===== src/sv/que_ram.sv =====
// Generic single-write, single-read RAM with registered read data.
module que_ram #(
  parameter int WIDTH = 32,
  parameter int DEPTH = 16
) (
  input  logic                     clk,
  input  logic                     we,
  input  logic [$clog2(DEPTH)-1:0] waddr,
  input  logic [WIDTH-1:0]         wdata,
  input  logic [$clog2(DEPTH)-1:0] raddr,
  output logic [WIDTH-1:0]         rdata
);

  logic [WIDTH-1:0] mem [DEPTH];

  // write port and registered read port
  always_ff @(posedge clk) begin
    if (we) begin
      mem[waddr] <= wdata;
    end
    rdata <= mem[raddr];
  end

endmodule


===== config.mk =====
export PLATFORM = sky130hd
export DESIGN_NAME = que_ram
export DESIGN_NICKNAME = d
export VERILOG_FILES = /design/src/sv/que_ram.sv
export SDC_FILE = /design/constraint.sdc
export NUM_CORES = 1
export LEC_CHECK = 0
export BUFFER_PORTS_ARGS = -buffer_cell sky130_fd_sc_hd__buf_2
export CAP_MARGIN = 40
export CORE_UTILIZATION = 50
export DETAILED_ROUTE_END_ITERATION = 10
export HOLD_SLACK_MARGIN = 0.08
export PLACE_DENSITY = 0.7
export SLEW_MARGIN = 5
export SYNTH_ARGS = -nofsm -noshare
export SYNTH_HDL_FRONTEND = slang
export SYNTH_SLANG_ARGS = --single-unit

===== constraint.sdc =====
create_clock -name clk -period 4.2 [get_ports clk]
set_clock_uncertainty 0.1 [all_clocks]
set_input_delay 0.63 -clock clk [delete_from_list [all_inputs] [get_ports clk]]
set_output_delay 0.63 -clock clk [all_outputs]
set_load 0.01 [all_outputs]

==> qor.txt <==
Status = completed
Initial drt markers = 785
Total grt overflow = 0
N_diodes = 0
Static leakage = 7.38 nW
Worst slew margin = 54.2%
Wire per inst = 26.0 µm
Worst setup EP type = register
Die Y = 201 µm
Fillers = 2769
Power Total = 11.2 mW
Sum of negative setup slack = 0 ns
Die area = 40500 µm²
Max_cap viols = 0
Fin crit period = 2.16 ns
Clk slew on worst S/H paths = 0.06 ns
Worst-path fanout max = 47
First-pass GRT wire length = 59600 µm
Final hold violations = 0
Post-DP HPWL = 23100 µm
Die width = 201 µm
Clock Power Share = 40.8%
Comb power frac = 4.9%
Largest net degree at the start of global routing = 48
Fin. max-slew vios = 0
Synth Instances = 838
Hold crit path type = in -> reg
NetSw = 2.26 mW
Clock buffer count from CTS = 53
Warnings from Yosys = 0
WHS = 0.350 ns
CTS H-tree depth = 2
Vias post-DR = 8965
Clk sinks = 544
DRT antenna net count = 0
Routed Wire Length = 39300 µm
Hold buffers post-CTS = 0
Switching portion of total power = 20.1%
Unrepaired setup endpoints after global routing = false
Part of the cycle the worst path needs = 51.5%
CP startpoint kind = input pin
Mapped Area = 19900 µm²
Share of the synthesized area in the top cell type = 77.4%
Max Freq = 463 MHz
Nets = 994
DRT Pass-1 Iters = 5
Area leader, netlist = edfxtp_1
Starting density of the core = 51.0%
VDD IR-drop max = 341 µV
Slew @ Worst Pin = 0.686 ns
Drt via density = 5.93
GPL Wtd Cong = 0.755
Port bufs = 73
Pint = 8.99 mW
Area of the multi-input gates = 3750 µm²
Synth area leaders = edfxtp_1 (77%), mux4_2 (15%), dfxtp_1 (3.2%)
CP Data Required Time = 4.53 ns
Clk_lat worst skew = 0.56 ns
Sequential-to-total area share from yosys stat = 80.7%
Final setup violation count = 0
Io pins = 74
Root Driver = clkbuf_16
Seq pwr share = 54.3%
CTS resizes = 0
DRC Markers = 0
CP arrival = 2.49 ns
Core area = 38900 µm²
Setup repair bufs after CTS = 0
Synth Net Count = 880
WS Path Type = in -> reg
Slowest CP cell = mux4_2
FF/Latch Area = 16000 µm²
Final worst slack = 2.04 ns
Overall Global Routing Usage = 20.0%
CTS tree = done
Number of global-route vias before repair = 9390
Core Rows = 72
Pwr/cell area = 490 nW/µm²
Initial antenna violation count = 1
CP max stage delay = 0.56 ns
Avg Cell Area, Syn = 23.7 µm²
Distinct cells, synth = 18
Cells along the critical path = clkbuf_8 > buf_12 > mux4_2 > a22oi_1 > nand2_1
Area delta synth->final = 15.6%
CTS Buffer Depth = 3
FF+latch count, synth = 544
Share of layout cells above drive strength 1 = 32.9%
Pre-CTS setup slack = 1.44 ns
logic make-up after synthesis:
logic type / Yosys count / synth area share (%)
flip-flops: 544 / 80.7
AO/OA/AOI/OAI: 64 / 2.42
multiplexers: 128 / 14.5
buffers and inverters: 43 / 1.12
AND/OR/NAND/NOR: 59 / 1.27
cells in the mapped netlist, drive strengths merged:
library cell / instances
nor3: 4
a22oi: 64
dfxtp: 32
nor2: 13
edfxtp: 512
nand2b: 2
nand3: 1
nand3b: 2
buf: 26
and2: 1
or3b: 1
clkbuf: 17
nor2b: 2
mux4: 128
nand2: 33
per-layer routing:
| layer | track usage [%] | vias up | share of wire (%) |
|---|---|---|---|
| met5 | 0 | - | 0.028 |
| met4 | 5.06 | 2 | 2.2 |
| met3 | 3.09 | 71 | 5.6 |
| met1 | 28.9 | 4791 | 43 |
| met2 | 32.2 | 301 | 49 |
| li1 | - | 3800 | - |
registers in the layout, indices dropped and copies added (netlist names):
name / cells
mem: 512
rdata: 32
layout make-up:
| class | instances | area share, % |
|---|---|---|
| multi-input combinational | 251 | 16.3 |
| clock buffer | 76 | 6.46 |
| timing repair buffer | 102 | 3.68 |
| sequential | 544 | 69.8 |
| clock inverter | 20 | 0.878 |
| tap | 518 | 2.83 |
through the flow:
stage | std cells | util, % | area [µm²]
CTS | 1511 | 59.0 | 22900
detailed placement | 1415 | 54.6 | 21300
finish | 1511 | 59.0 | 22900
global placement | 1401 | 53.8 | 20900
global route | 1511 | 59.0 | 22900
floorplan | 838 | - | 19900
final timing paths:
kind               start          to  slack (ns)  depth (start not counted)
min reg2reg  mem[14][25]   rdata[25]        0.56                          3
max             raddr[0]   rdata[28]        2.04                          5
min            wdata[12]  mem[8][12]        0.35                          1
max reg2reg    mem[3][7]    rdata[7]        2.69                          3
layout by cell type (no fill, tap or decap), drive strengths merged:
| cell | count |
|---|---|
| clkbuf | 77 |
| mux4 | 128 |
| nand2b | 2 |
| and2 | 1 |
| dfxtp | 32 |
| inv | 1 |
| nand3b | 2 |
| or3b | 1 |
| buf | 101 |
| clkinvlp | 1 |
| a22oi | 64 |
| nor2b | 2 |
| nand2 | 33 |
| nor2 | 13 |
| clkinv | 14 |
| edfxtp | 512 |
| nand3 | 1 |
| nor3 | 4 |
| bufinv | 4 |
worst max-delay path: cells and delay by family:
kind | cells | cell delay [ns]
AND/OR/NAND/NOR | 1 | 0.09
multiplexers | 1 | 0.56
AO/OA/AOI/OAI | 1 | 0.29
buffers and inverters | 2 | 0.84
power groups by stage:
stage / sequential (mW) / combinational, mW / clock (mW)
floorplan: 6.23 / 0.291 / 0
global placement: 6.22 / 0.531 / 0
detailed placement: 6.23 / 0.560 / 0
CTS: 6.11 / 0.563 / 4.67
global route: 6.12 / 0.596 / 4.86
finish: 6.11 / 0.552 / 4.59
No activity file was read; power rests on OpenSTA's default activity.
